==> src/rtl/core/esst_pkg.sv <==
// Package with the shared types, constants and helpers of the encoder settings block.
package esst_pkg;

    localparam int unsigned IN_TDATA_W  = 40;
    localparam int unsigned OUT_TDATA_W = 96;
    localparam int unsigned CFG_IDX_W   = 2;
    localparam int unsigned CFG_DATA_W  = 20;

    localparam int unsigned DIV_NUM_W = 36;
    localparam int unsigned DIV_DEN_W = 23;
    localparam int unsigned MUL_A_W   = 26;
    localparam int unsigned MUL_B_W   = 16;
    localparam int unsigned MUL_P_W   = MUL_A_W + MUL_B_W;

    localparam logic [CFG_IDX_W-1:0] CFG_FULL_STROKE = 2'd0;
    localparam logic [CFG_IDX_W-1:0] CFG_INSP_SUB    = 2'd1;
    localparam logic [CFG_IDX_W-1:0] CFG_EXP_SUB     = 2'd2;
    localparam logic [CFG_IDX_W-1:0] CFG_DEBOUNCE    = 2'd3;

    localparam logic [15:0] FULL_STROKE_RST = 16'd440;
    localparam logic [19:0] INSP_SUB_RST    = 20'd30000;
    localparam logic [13:0] EXP_SUB_RST     = 14'd0;
    localparam logic [15:0] DEBOUNCE_RST    = 16'd120;

    localparam logic [5:0] RATE_MIN  = 6'd6;
    localparam logic [5:0] RATE_MAX  = 6'd40;
    localparam logic [6:0] VOL_MIN   = 7'd10;
    localparam logic [6:0] VOL_MAX   = 7'd100;
    localparam logic [2:0] RATIO_MAX = 3'd4;

    localparam logic [1:0] SEL_RATE   = 2'd0;
    localparam logic [1:0] SEL_VOLUME = 2'd1;
    localparam logic [1:0] SEL_RATIO  = 2'd2;

    localparam logic [MUL_A_W-1:0]   US_PER_MIN  = 26'd60000000;
    localparam logic [MUL_A_W-1:0]   MS_PER_MIN  = 26'd60000;
    localparam logic [MUL_A_W-1:0]   US_PER_S    = 26'd1000000;
    localparam logic [DIV_DEN_W-1:0] PERCENT_DIV = 23'd100;

    typedef struct packed {
        logic [15:0] full_stroke;
        logic [19:0] insp_sub;
        logic [13:0] exp_sub;
        logic [15:0] debounce;
    } t_cfg;

    typedef struct packed {
        logic [5:0] rate;
        logic [6:0] volume;
        logic [1:0] insp;
        logic [2:0] expf;
    } t_set;

    typedef struct packed {
        logic [15:0] steps;
        logic [22:0] t_in;
        logic [13:0] t_ex;
        logic [15:0] srate;
    } t_derived;

    typedef struct packed {
        logic [1:0] insp;
        logic [2:0] expf;
    } t_ratio;

    function automatic t_ratio esst_ratio(input logic [2:0] idx);
        t_ratio r;
        if (idx == 3'd0) begin
            r.insp = 2'd2;
            r.expf = 3'd1;
        end else begin
            r.insp = 2'd1;
            r.expf = idx + 3'd1;
        end
        return r;
    endfunction

endpackage

==> src/rtl/core/esst_div.sv <==
// Restoring divider, one quotient bit per cycle.
module esst_div import esst_pkg::*; (
    input  logic                 i_clk,
    input  logic                 i_rst_n,
    input  logic                 i_start,
    input  logic [DIV_NUM_W-1:0] i_num,
    input  logic [DIV_DEN_W-1:0] i_den,
    output logic                 o_done,
    output logic [DIV_NUM_W-1:0] o_quot
);

    localparam int unsigned CNT_W = $clog2(DIV_NUM_W);

    logic                 r_run;
    logic                 r_done;
    logic [CNT_W-1:0]     r_cnt;
    logic [DIV_NUM_W-1:0] r_num;
    logic [DIV_DEN_W-1:0] r_rem;
    logic [DIV_DEN_W-1:0] r_den;
    logic [DIV_DEN_W:0]   rem_sh;
    logic [DIV_DEN_W:0]   rem_sub;
    logic                 ge;

    assign rem_sh  = {r_rem, r_num[DIV_NUM_W-1]};
    assign rem_sub = rem_sh - {1'b0, r_den};
    assign ge      = rem_sh >= {1'b0, r_den};

    always_ff @(posedge i_clk) begin
        if (!i_rst_n) begin
            r_run  <= 1'b0;
            r_done <= 1'b0;
            r_cnt  <= '0;
        end else begin
            r_done <= 1'b0;
            if (i_start) begin
                r_run <= 1'b1;
                r_cnt <= '0;
            end else if (r_run) begin
                r_cnt <= r_cnt + CNT_W'(1);
                if (r_cnt == CNT_W'(DIV_NUM_W - 1)) begin
                    r_run  <= 1'b0;
                    r_done <= 1'b1;
                end
            end
        end
    end

    always_ff @(posedge i_clk) begin
        if (i_start) begin
            r_num <= i_num;
            r_rem <= '0;
            r_den <= i_den;
        end else if (r_run) begin
            r_num <= {r_num[DIV_NUM_W-2:0], ge};
            r_rem <= ge ? rem_sub[DIV_DEN_W-1:0] : rem_sh[DIV_DEN_W-1:0];
        end
    end

    assign o_done = r_done;
    assign o_quot = r_num;

endmodule

==> src/rtl/core/esst_calc.sv <==
// Sequencer that recomputes stroke steps, times and step rate on the shared divider.
module esst_calc import esst_pkg::*; (
    input  logic     i_clk,
    input  logic     i_rst_n,
    input  logic     i_start,
    input  t_cfg     i_cfg,
    input  t_set     i_set,
    output logic     o_busy,
    output logic     o_done,
    output t_derived o_der
);

    typedef enum logic [4:0] {
        S_IDLE  = 5'b00001,
        S_DEN   = 5'b00010,
        S_MUL   = 5'b00100,
        S_START = 5'b01000,
        S_WAIT  = 5'b10000
    } t_cstate;

    localparam logic [1:0] PH_STEPS = 2'd0;
    localparam logic [1:0] PH_TIN   = 2'd1;
    localparam logic [1:0] PH_TEX   = 2'd2;
    localparam logic [1:0] PH_RATE  = 2'd3;

    t_cstate              r_state;
    logic [1:0]           r_phase;
    logic                 r_done;
    logic [7:0]           r_den;
    logic [DIV_NUM_W-1:0] r_prod;
    t_derived             r_der;

    logic [MUL_A_W-1:0]   mul_a;
    logic [MUL_B_W-1:0]   mul_b;
    logic [MUL_P_W-1:0]   mul_p;
    logic [5:0]           rate_g;
    logic [2:0]           sum_g;
    logic                 div_start;
    logic [DIV_DEN_W-1:0] div_den;
    logic                 div_done;
    logic [DIV_NUM_W-1:0] div_quot;
    logic [DIV_NUM_W-1:0] sub_in;
    logic [DIV_NUM_W-1:0] sub_ex;
    logic [DIV_NUM_W-1:0] diff_in;
    logic [DIV_NUM_W-1:0] diff_ex;
    logic [15:0]          quot_sat;

    assign rate_g = (i_set.rate == 6'd0) ? 6'd1 : i_set.rate;
    assign sum_g  = ({1'b0, i_set.insp} + i_set.expf == 3'd0) ? 3'd1
                    : ({1'b0, i_set.insp} + i_set.expf);

    always_comb begin
        mul_a = '0;
        mul_b = '0;
        if (r_state == S_DEN) begin
            mul_a = MUL_A_W'(rate_g);
            mul_b = MUL_B_W'(sum_g);
        end else begin
            unique case (r_phase)
                PH_STEPS: begin
                    mul_a = MUL_A_W'(i_cfg.full_stroke);
                    mul_b = MUL_B_W'(i_set.volume);
                end
                PH_TIN: begin
                    mul_a = US_PER_MIN;
                    mul_b = MUL_B_W'(i_set.insp);
                end
                PH_TEX: begin
                    mul_a = MS_PER_MIN;
                    mul_b = MUL_B_W'(i_set.expf);
                end
                default: begin
                    mul_a = US_PER_S;
                    mul_b = r_der.steps;
                end
            endcase
        end
    end

    assign mul_p = mul_a * mul_b;

    always_comb begin
        unique case (r_phase)
            PH_STEPS:       div_den = PERCENT_DIV;
            PH_TIN, PH_TEX: div_den = DIV_DEN_W'(r_den);
            default:        div_den = r_der.t_in;
        endcase
    end

    assign div_start = (r_state == S_START) && !(r_phase == PH_RATE && r_der.t_in == '0);

    assign sub_in   = DIV_NUM_W'(i_cfg.insp_sub);
    assign sub_ex   = DIV_NUM_W'(i_cfg.exp_sub);
    assign diff_in  = (div_quot > sub_in) ? div_quot - sub_in : '0;
    assign diff_ex  = (div_quot > sub_ex) ? div_quot - sub_ex : '0;
    assign quot_sat = (|div_quot[DIV_NUM_W-1:16]) ? 16'hFFFF : div_quot[15:0];

    esst_div u_div (
        .i_clk   (i_clk),
        .i_rst_n (i_rst_n),
        .i_start (div_start),
        .i_num   (r_prod),
        .i_den   (div_den),
        .o_done  (div_done),
        .o_quot  (div_quot)
    );

    always_ff @(posedge i_clk) begin
        if (!i_rst_n) begin
            r_state <= S_IDLE;
            r_phase <= PH_STEPS;
            r_done  <= 1'b0;
        end else begin
            r_done <= 1'b0;
            if (i_start) begin
                r_state <= S_DEN;
                r_phase <= PH_STEPS;
            end else begin
                unique case (r_state)
                    S_IDLE: r_state <= S_IDLE;
                    S_DEN:  r_state <= S_MUL;
                    S_MUL:  r_state <= S_START;
                    S_START: begin
                        if (div_start) begin
                            r_state <= S_WAIT;
                        end else begin
                            r_state <= S_IDLE;
                            r_done  <= 1'b1;
                        end
                    end
                    S_WAIT: begin
                        if (div_done) begin
                            if (r_phase == PH_RATE) begin
                                r_state <= S_IDLE;
                                r_done  <= 1'b1;
                            end else begin
                                r_phase <= r_phase + 2'd1;
                                r_state <= S_MUL;
                            end
                        end
                    end
                    default: r_state <= S_IDLE;
                endcase
            end
        end
    end

    always_ff @(posedge i_clk) begin
        if (r_state == S_DEN) begin
            r_den <= mul_p[7:0];
        end
        if (r_state == S_MUL) begin
            r_prod <= mul_p[DIV_NUM_W-1:0];
        end
        if (r_state == S_START && !div_start && !i_start) begin
            r_der.srate <= 16'hFFFF;
        end
        if (r_state == S_WAIT && div_done && !i_start) begin
            unique case (r_phase)
                PH_STEPS: r_der.steps <= quot_sat;
                PH_TIN:   r_der.t_in  <= diff_in[22:0];
                PH_TEX:   r_der.t_ex  <= diff_ex[13:0];
                default:  r_der.srate <= quot_sat;
            endcase
        end
    end

    assign o_busy = (r_state != S_IDLE);
    assign o_done = r_done;
    assign o_der  = r_der;

endmodule

==> src/rtl/core/encoder_settings_and_stroke_timing.sv <==
// Encoder settings editor with stroke timing recompute, top level.
//
//  channel  dir  handshake          payload
//  s_*      in   s_tvalid/s_tready  s_tdata: enc_a, enc_b, enc_button, now_ms, edit_enable
//  m_*      out  m_tvalid/m_tready  m_tdata: settings, derived values, settings_changed
//  i_cfg_*  in   i_cfg_wen          i_cfg_idx, i_cfg_wdata
//
// An item without a setting step is held pending, then loaded to the output register;
// one that steps a setting runs the recompute: a denominator product, then passes of
// the shared divider for steps, inspiration time, expiration time and step rate, one
// bit per cycle (no step-rate pass when the inspiration time is zero). A register write
// starts the same recompute; after reset it runs once before s_tready rises. One item
// is in work at a time; the output register holds a result while the next is taken.
module encoder_settings_and_stroke_timing import esst_pkg::*; (
    input  logic                   i_clk,
    input  logic                   i_rst_n,
    input  logic                   i_cfg_wen,
    input  logic [CFG_IDX_W-1:0]   i_cfg_idx,
    input  logic [CFG_DATA_W-1:0]  i_cfg_wdata,
    input  logic                   s_tvalid,
    output logic                   s_tready,
    // enc_a, enc_b, enc_button, now_ms[31:0], edit_enable, zero fill
    input  logic [IN_TDATA_W-1:0]  s_tdata,
    output logic                   m_tvalid,
    input  logic                   m_tready,
    // selected_item[1:0], rate_per_min[5:0], volume_percent[6:0], insp_factor[1:0],
    // exp_factor[2:0], stroke_steps[15:0], insp_time_us[22:0], exp_time_ms[13:0],
    // step_rate[15:0], settings_changed, zero fill
    output logic [OUT_TDATA_W-1:0] m_tdata
);

    t_cfg       r_cfg;
    t_set       r_set, n_set;
    logic [1:0] r_sel, n_sel;
    logic       r_prev_btn, n_prev_btn;
    logic       r_prev_a, n_prev_a;
    logic [31:0] r_last, n_last;
    logic [2:0] r_ridx, n_ridx;
    logic       r_chg, n_chg;
    logic       r_boot;
    logic       r_wait;
    logic       r_pend;
    logic       r_out_valid;
    logic [OUT_TDATA_W-1:0] r_out_data;

    logic        in_a, in_b, in_btn, in_en;
    logic [31:0] in_now;
    logic [31:0] elapsed;
    logic        press, a_fall, up;
    logic        s_acc, m_acc, load;
    logic        calc_start, calc_busy, calc_done;
    t_derived    der;
    t_ratio      ratio_n;

    assign in_a   = s_tdata[0];
    assign in_b   = s_tdata[1];
    assign in_btn = s_tdata[2];
    assign in_now = s_tdata[34:3];
    assign in_en  = s_tdata[35];

    assign s_tready = !r_boot && !r_wait && !r_pend && !calc_busy;
    assign s_acc    = s_tvalid && s_tready;
    assign m_acc    = r_out_valid && m_tready;
    assign load     = r_pend && (!r_out_valid || m_tready);

    assign elapsed = in_now - r_last;
    assign press   = r_prev_btn && !in_btn && (elapsed > 32'(r_cfg.debounce));
    assign a_fall  = r_prev_a && !in_a;
    assign up      = in_b;
    assign ratio_n = esst_ratio(n_ridx);

    always_comb begin
        n_set      = r_set;
        n_sel      = r_sel;
        n_prev_btn = r_prev_btn;
        n_prev_a   = r_prev_a;
        n_last     = r_last;
        n_ridx     = r_ridx;
        n_chg      = r_chg;
        if (s_acc) begin
            n_chg = 1'b0;
            if (in_en) begin
                if (press) begin
                    n_last = in_now;
                    n_sel  = (r_sel < SEL_RATIO) ? r_sel + 2'd1 : SEL_RATE;
                end
                n_prev_btn = in_btn;
                n_prev_a   = in_a;
                if (a_fall) begin
                    n_chg = 1'b1;
                    unique case (n_sel)
                        SEL_RATE: begin
                            if (up && r_set.rate < RATE_MAX) begin
                                n_set.rate = r_set.rate + 6'd1;
                            end else if (!up && r_set.rate > RATE_MIN) begin
                                n_set.rate = r_set.rate - 6'd1;
                            end
                        end
                        SEL_VOLUME: begin
                            if (up && r_set.volume < VOL_MAX) begin
                                n_set.volume = r_set.volume + 7'd1;
                            end else if (!up && r_set.volume > VOL_MIN) begin
                                n_set.volume = r_set.volume - 7'd1;
                            end
                        end
                        SEL_RATIO: begin
                            if (up && r_ridx < RATIO_MAX) begin
                                n_ridx = r_ridx + 3'd1;
                            end else if (!up && r_ridx > 3'd0) begin
                                n_ridx = r_ridx - 3'd1;
                            end
                            n_set.insp = ratio_n.insp;
                            n_set.expf = ratio_n.expf;
                        end
                        default: n_set = r_set;
                    endcase
                end
            end
        end
    end

    assign calc_start = r_boot || i_cfg_wen || (s_acc && n_chg);

    esst_calc u_calc (
        .i_clk   (i_clk),
        .i_rst_n (i_rst_n),
        .i_start (calc_start),
        .i_cfg   (r_cfg),
        .i_set   (r_set),
        .o_busy  (calc_busy),
        .o_done  (calc_done),
        .o_der   (der)
    );

    always_ff @(posedge i_clk) begin
        if (!i_rst_n) begin
            r_cfg.full_stroke <= FULL_STROKE_RST;
            r_cfg.insp_sub    <= INSP_SUB_RST;
            r_cfg.exp_sub     <= EXP_SUB_RST;
            r_cfg.debounce    <= DEBOUNCE_RST;
        end else if (i_cfg_wen) begin
            unique case (i_cfg_idx)
                CFG_FULL_STROKE: r_cfg.full_stroke <= i_cfg_wdata[15:0];
                CFG_INSP_SUB:    r_cfg.insp_sub    <= i_cfg_wdata[19:0];
                CFG_EXP_SUB:     r_cfg.exp_sub     <= i_cfg_wdata[13:0];
                CFG_DEBOUNCE:    r_cfg.debounce    <= i_cfg_wdata[15:0];
                default:         r_cfg             <= r_cfg;
            endcase
        end
    end

    always_ff @(posedge i_clk) begin
        if (!i_rst_n) begin
            r_set.rate   <= RATE_MAX;
            r_set.volume <= VOL_MAX;
            r_set.insp   <= 2'd1;
            r_set.expf   <= 3'd2;
            r_sel        <= SEL_RATE;
            r_prev_btn   <= 1'b1;
            r_prev_a     <= 1'b1;
            r_last       <= '0;
            r_ridx       <= '0;
            r_chg        <= 1'b0;
            r_boot       <= 1'b1;
            r_wait       <= 1'b0;
            r_pend       <= 1'b0;
            r_out_valid  <= 1'b0;
        end else begin
            r_set      <= n_set;
            r_sel      <= n_sel;
            r_prev_btn <= n_prev_btn;
            r_prev_a   <= n_prev_a;
            r_last     <= n_last;
            r_ridx     <= n_ridx;
            r_chg      <= n_chg;
            r_boot     <= 1'b0;
            if (s_acc) begin
                if (n_chg) begin
                    r_wait <= 1'b1;
                end else begin
                    r_pend <= 1'b1;
                end
            end else if (r_wait && calc_done) begin
                r_wait <= 1'b0;
                r_pend <= 1'b1;
            end else if (load) begin
                r_pend <= 1'b0;
            end
            if (load) begin
                r_out_valid <= 1'b1;
            end else if (m_acc) begin
                r_out_valid <= 1'b0;
            end
        end
    end

    always_ff @(posedge i_clk) begin
        if (load) begin
            r_out_data <= {6'd0, r_chg, der.srate, der.t_ex, der.t_in, der.steps,
                           r_set.expf, r_set.insp, r_set.volume, r_set.rate, r_sel};
        end
    end

    assign m_tvalid = r_out_valid;
    assign m_tdata  = r_out_data;

    a_hold_settings: assert property (@(posedge i_clk) disable iff (!i_rst_n)
        !s_acc |=> ($stable(r_set) && $stable(r_sel) && $stable(r_ridx)))
        else $error("settings moved without an input transaction");

    a_pend_idle: assert property (@(posedge i_clk) disable iff (!i_rst_n)
        r_pend |-> (!calc_busy && !r_wait))
        else $error("result pending while recompute runs");

    a_wait_done: assert property (@(posedge i_clk) disable iff (!i_rst_n)
        (r_wait && calc_done) |=> (r_pend && !r_wait))
        else $error("recompute finish did not release the result");

    a_limits: assert property (@(posedge i_clk) disable iff (!i_rst_n)
        (r_set.rate >= RATE_MIN) && (r_set.rate <= RATE_MAX) &&
        (r_set.volume >= VOL_MIN) && (r_set.volume <= VOL_MAX) && (r_ridx <= RATIO_MAX))
        else $error("setting outside its limits");

endmodule
==> config.mk <==
export PLATFORM = sky130hd
export DESIGN_NAME = encoder_settings_and_stroke_timing
export DESIGN_NICKNAME = d
export VERILOG_FILES = /design/src/rtl/core/esst_pkg.sv /design/src/rtl/core/esst_div.sv /design/src/rtl/core/esst_calc.sv /design/src/rtl/core/encoder_settings_and_stroke_timing.sv
export SDC_FILE = /design/constraint.sdc
export NUM_CORES = 1
export LEC_CHECK = 0
export ABC_CLOCK_PERIOD_IN_PS = 12200
export BUFFER_PORTS_ARGS = -buffer_cell sky130_fd_sc_hd__buf_4
export CAP_MARGIN = 25
export CORE_ASPECT_RATIO = 0.7
export CORE_MARGIN = 2
export CORE_UTILIZATION = 55
export DETAILED_ROUTE_END_ITERATION = 10
export PLACE_DENSITY = 0.69
export SLEW_MARGIN = 20
export SYNTH_ARGS = -nofsm -noshare
export SYNTH_HDL_FRONTEND = slang
export SYNTH_SLANG_ARGS = --single-unit
==> constraint.sdc <==
create_clock -name i_clk -period 12.2 [get_ports i_clk]
set_input_delay 1.83 -clock i_clk [delete_from_list [all_inputs] [get_ports i_clk]]
set_output_delay 1.83 -clock i_clk [all_outputs]
set_load 0.02 [all_outputs]
# ---- Word-level counts from Yosys, hierarchy flattened
# Index checks and enable logic that the tools add are counted.
dict set report totals {
  out_inout_bits 98
  inputBits 67
  register_bits 429
}
dict set report op_classes {
  reduce_logical 71
  muxes 55
  n_eq_ne 18
  bitwise 3
  multipliers 1
  n_lt_le_gt_ge 11
  add_sub_neg 15
}
# op count
set op_table {}
lappend op_table {{$mux W16} 5}
lappend op_table {{$pmux W26 S3} 1}
lappend op_table {{$mux W36} 2}
lappend op_table {{$pmux W16 S3} 1}
lappend op_table {{$pmux W23 S2} 1}
lappend op_table {{$gt A36 B14 Y1} 1}
lappend op_table {{$gt A36 B20 Y1} 1}
lappend op_table {{$mul A26 B16 Y36} 1}
lappend op_table {{$gt A32 B16 Y1} 1}
lappend op_table {{$sub A32 B32 Y32} 1}
lappend op_table {{$mux W26} 1}
lappend op_table {{$ge A24 B23 Y1} 1}
lappend op_table {{$mux W3} 8}
lappend op_table {{$logic_and A1 B1 Y1} 23}
lappend op_table {{$logic_not A23 Y1} 1}
lappend op_table {{$mux W23} 1}
lappend op_table {{$sub A23 B20 Y23} 1}
lappend op_table {{$sub A23 B23 Y23} 1}
lappend op_table {{$mux W1} 20}
lappend op_table {{$pmux W5 S4} 1}
lappend op_table {{$reduce_and A2 Y1} 10}
lappend op_table {{$reduce_or A20 Y1} 1}
lappend op_table {{$mux W6} 3}
lappend op_table {{$mux W5} 3}
lappend op_table {{42 further kinds} 84}

# ---- Depth between registers and ports, before layout
dict set report logic_depth {
  ltp_word 13
  ltp_mapped 35
  ltp_nobuf 33
}

# ---- Cells and area by module
# A second synthesis with hierarchy kept.
dict set report hier_totals {
  cells_unflattened 3453
  area_unflattened_um2 33113.0
}
# mod cells_each seq_area_each_um2 area_per_inst_um2 n_inst
set modules_own_cells {}
lappend modules_own_cells {esst_calc 1913 3393.3 17752.0 1}
lappend modules_own_cells {encoder_settings_and_stroke_timing 1087 5265.0 10491.3 1}
lappend modules_own_cells {esst_div 453 2392.3 4869.7 1}

# ---- Worst setup path before layout
# No wires, ideal clock.
dict set report synth_path {
  path_type {input -> register}
  from {in s_tdata[4]}
  to {reg r_set[2] (netlist bit)}
  setup_slack_ns 4.439
  path_buffers 0
  arrival_ns 7.633
  stages 29
  required_time_ns 12.072
  setup_time_ns 0.128
  path_cell_list {ha_1 -> nor2b_1 -> o31a_1 -> o31ai_2 -> nand2b_1 -> a21oi_1 -> a41oi_1 -> a21oi_1 -> inv_1 -> a21oi_1 -> o21bai_1 -> a21oi_1 -> xnor2_1 -> ha_1 -> nand4_1 -> nor4_1 -> a22o_1 -> nand4b_1 -> or4_1 -> or4_4 -> or2_4 -> o311ai_4 -> mux2i_1 -> or3_1 -> ha_1 -> nand3b_1 -> o21ai_0 -> mux2i_1 -> nor2_1}
}
dict set report synth_between {
  elab_chain_len 13
  word_cells_on_any_way 15
}
# element line
set synth_rtl {}
lappend synth_rtl {{start: declaration} encoder_settings_and_stroke_timing.sv:23} ;# input logic [IN_TDATA_W-1:0] s_tdata,
lappend synth_rtl {{$sub A32 B32 Y32 (*)} encoder_settings_and_stroke_timing.sv:66} ;# assign elapsed = in_now - r_last;
lappend synth_rtl {{$gt A32 B16 Y1 (*)} encoder_settings_and_stroke_timing.sv:67} ;# assign press = r_prev_btn && !in_btn && (elapsed > 32'(r_cfg.debounce));
lappend synth_rtl {{$logic_and A1 B1 Y1 (*)} encoder_settings_and_stroke_timing.sv:67}
lappend synth_rtl {{$mux W2 (*)} encoder_settings_and_stroke_timing.sv:83} ;# if (press) begin
lappend synth_rtl {{$mux W2 (*)} encoder_settings_and_stroke_timing.sv:82} ;# if (in_en) begin
lappend synth_rtl {{$mux W2 (*)} encoder_settings_and_stroke_timing.sv:80} ;# if (s_acc) begin
lappend synth_rtl {{$eq A2 B2 Y1 (*)} encoder_settings_and_stroke_timing.sv:91} ;# unique case (n_sel)
lappend synth_rtl {{$mux W3 (*)} encoder_settings_and_stroke_timing.sv:91}
lappend synth_rtl {{$mux W3 (*)} encoder_settings_and_stroke_timing.sv:89} ;# if (a_fall) begin
lappend synth_rtl {{$mux W3 (*)} encoder_settings_and_stroke_timing.sv:82}
lappend synth_rtl {{$mux W3 (*)} encoder_settings_and_stroke_timing.sv:80}
lappend synth_rtl {{via n_ridx[1]} encoder_settings_and_stroke_timing.sv:38} ;# logic [2:0] r_ridx, n_ridx;
lappend synth_rtl {{$add A3 B1 Y3 or $logic_not A3 Y1 (tied branches)} {esst_pkg.sv:73, esst_pkg.sv:68}}
lappend synth_rtl {{$mux W5 (*)} esst_pkg.sv:68} ;# if (idx == 3'd0) begin
lappend synth_rtl {{end signal: assignment} encoder_settings_and_stroke_timing.sv:169} ;# r_set <= n_set;
lappend synth_rtl {{end: declaration} encoder_settings_and_stroke_timing.sv:33} ;# t_set r_set, n_set;
# Mark *: on every way through the listed nets, which the timed path passes. The rest lies on a longest branch. The select of a mux whose other input is x is not followed.
# A chain may end at the register's enable or synchronous reset.

# ---- Worst setup path in the final report
dict set report layout_path {
  from {reg u_calc.r_phase[0]}
  to {reg u_calc.r_prod[33], data pin}
}
dict set report layout_between {
  elab_chain_len 4
  word_cells_on_any_way 8
}
# element line
set layout_rtl {}
lappend layout_rtl {{start: declaration} esst_calc.sv:27} ;# logic [1:0] r_phase;
lappend layout_rtl {{start signal: assignment} esst_calc.sv:137} ;# r_phase <= r_phase + 2'd1;
lappend layout_rtl {{$eq A2 B2 Y1, or another cell as far along} esst_calc.sv:59} ;# unique case (r_phase)
lappend layout_rtl {{$pmux W26 S3 or $pmux W16 S3 (tied branches)} esst_calc.sv:59}
lappend layout_rtl {{$mux W26 or $mux W16 (tied branches)} esst_calc.sv:55} ;# if (r_state == S_DEN) begin
lappend layout_rtl {{$mul A26 B16 Y36 (*)} esst_calc.sv:80} ;# assign mul_p = mul_a * mul_b;
lappend layout_rtl {{via u_calc.mul_p[33]} esst_calc.sv:35} ;# logic [MUL_P_W-1:0] mul_p;
lappend layout_rtl {{end signal: assignment} esst_calc.sv:153} ;# r_prod <= mul_p[DIV_NUM_W-1:0];
lappend layout_rtl {{end: declaration} esst_calc.sv:30} ;# logic [DIV_NUM_W-1:0] r_prod;
# Mark *: on every way through the listed nets, which the timed path passes. The rest lies on a longest branch.

==> metrics.yaml <==
clock_tree:
  cts_resized: 0
  clock_sinks: 429
  cts-root-buf: "clkbuf_16"
  cts_tree: "done"
  ctsHoldBuffers: 0
  clkTransAtPathRegs_ns: 0.06
  htree_levels: 2
  clk_latency_ns: 0.58
  cts-buffers-inserted: 45
  clock_path_buffers: 3
  post_cts_buffers: 0
min_path:
  hold_class: "flip-flop to flip-flop"
  hold_depth: 0
critical_path:
  rr_worst_depth: 28
  cp_max_fo: 17
  crit_cells: 28
  path_buf_inv: 6
  crit_type: "flip-flop to flip-flop"
  cpMostUsedCell: "fa_1"
  crit_path_top_delay_cell: "a22oi_1"
  cpPeakStageDelay_ns: 0.72
  cp-start-kind: "flip-flop"
  critPathTopFamily: "adder cells"
  endpoint_kind: "flip-flop"
  arrival_ns: 9.44
  cp.required_ns: 12.52
final_layout:
  layout_common_cells: "513 x inv_1, 430 x nand2_1, 303 x fa_1, 269 x nor2_1, 246 x edfxtp_1"
  drive_above_1_share_pct: 8.05
  fillers: 4910
  utilization_pct: 61.8
  area_delta_synth_final_pct: 11.5
  final_common_cell: "inv_1"
  fin_cells: 4340
  nets: 4140
timing:
  worstMarginPinSlew_ns: 1.19
  setup_slack_ns: 3.08
  final.setup_skew_ns: 0.0200
  rsz0062_at_grt: "no"
  drv_slew: 0
  hold_viol_final: 0
  timing.slew.headroom_pct: 20.6
  finalSetupViolCount: 0
  fmax_ghz: 0.110
  fin_crit_ns: 9.12
  period_share_pct: 74.8
  tns_ns: 0
global_route:
  gr-usage-all-layers_pct: 28.2
  globalRoute.totalOverflow: 0
  antenna_found_initial: 1
  grt_max_degree: 69
  grt_pass1_wl_mm: 132
  grt_pass1_vias: 23800
synth:
  yosysTopAreaCell: "edfxtp_1"
  ys_types: 83
  async_reset_ff_share_pct: 0
  synth_area_per_cell_um2: 9.64
  syn_inst: 3347
  synthTopCellsByArea: "edfxtp_1 23%, fa_1 19%, dfxtp_1 11%"
  ys_warn_count: 0
  ys.flop_type: "edfxtp_1"
  ys_ff_latch: 429
  yosysSeqAreaShare_pct: 34.3
  synth_area_um2: 32300
  synth_edf_count: 246
  synth.top_cell.area_share_pct: 22.9
power_and_ir_drop:
  power_mw: 4.77
  p_per_area_nw_per_um2: 133
  peakVddDrop_mv: 0.154
  leakagePower_nw: 16.1
floorplanning:
  die_area_um2: 60600
  fp-row-count: 74
  core_area_um2: 58100
  die_h_um: 207
  die_width_um: 293
  start_util_pct: 55.5
  ios: 165
drt:
  ant_nets: 0
  wl_per_cell_um: 19.5
  drt_iter0_drc: 2134
  vias: 24200
  drc: 0
  dr.pass1.iters: 7
  via_per_inst: 5.57
  wirelength_mm: 84.7
status:
  status: "completed"
placement:
  dp.cells: 4254
  port_buffers: 154
  gp_congestion: 0.952
  pre_cts_slack_ns: 3.34
  hpwl_mm: 66.5
job:
  max-cap-violations: 0
-- routing by layer --
layer  up-vias  wire, µm  track usage, %
li1      11400         -               -
met1     11800     38600            41.6
met2       838     36600            42.6
met3       127      7590            6.41
met4         0      1950            6.27
met5         -         0               0
-- synth_stat cells (all sizes together), types with 4 or more instances --
cell type,number
o21bai,19
a211oi,24
clkbuf,92
and3,17
a21oi,196
a21boi,7
o22a,16
dfxtp,183
a41oi,4
nor2,270
nor3b,5
a21o,74
a211o,4
and4,4
or2,14
a22oi,5
nor4,16
xor2,41
nand2b,19
fa,303
a221oi,4
nand2,430
nor3,39
xnor2,81
nand3b,4
mux2i,64
nand4b,4
a2111oi,4
or3,32
or4,5
nand4,31
o21a,22
ha,228
a22o,8
inv,514
and2,35
o31ai,8
nand3,48
nor2b,30
o21ai,104
buf,17
a31oi,8
o211ai,19
edfxtp,246
o311ai,4
-- cell type report --
class	count	area [µm²]	area share (%)
clock buffers	66	1270	3.55
inverters	516	1940	5.39
multi-input cells	2369	19100	53.2
diodes	1	2.50	0.00696
flip-flops and latches	429	11100	30.7
repair buffers	181	1360	3.78
well taps	760	951	2.65
clock inverters	18	234	0.651
-- metrics by stage --
stage	hold WS (ns)	cell area [µm²]
floorplan	0.400	32500
global placement	0.407	34400
detailed placement	0.405	34400
CTS	0.412	35900
global route	0.430	35900
finish	0.413	35900
-- sequential cells by signal (all words and copies together) (netlist names), 2 cells and up --
register and count:
r_ridx 3, m_tdata 90, u_calc.r_phase 2, u_calc.u_div.r_rem 23, u_calc.u_div.r_cnt 6, u_calc.u_div.r_den 23
r_sel 2, u_calc.o_der 69, u_calc.u_div.o_quot 36, r_cfg 66, u_calc.r_state 5, r_set 18
u_calc.r_den 8, u_calc.r_prod 36, r_last 32
-- worst paths after layout --
check	to	slack, ns	startpoint
max	u_calc.r_prod[33]	3.08	u_calc.r_phase[0]
min	m_tdata[60]	0.41	u_calc.o_der[17]
max reg2reg	u_calc.r_prod[33]	3.08	u_calc.r_phase[0]
min reg2reg	m_tdata[60]	0.41	u_calc.o_der[17]
-- cell families (layout without fill, tap and decap cells) --
logic type                 Yosys count  count (layout)  synth area share (%)
and+or+nand+nor                   1010            1010                  14.0
buffers and inverters              625             781                  7.37
AOI/OAI and AO/OA                  561             561                  11.3
adders and majority gates          531             531                  27.7
DFF                                429             429                  34.3
xor gates and xnor gates           122             122                  3.31
muxes                               67              67                  2.09
other                                2              79                0.0233
-- report_power, final --
part | switching (mW) | internal [mW]
clock network | 0.599 | 0.818
registers | 0.0200 | 1.61
logic | 1.06 | 0.663
total | 1.67 | 3.09
No activity file was read; power rests on OpenSTA's default activity.
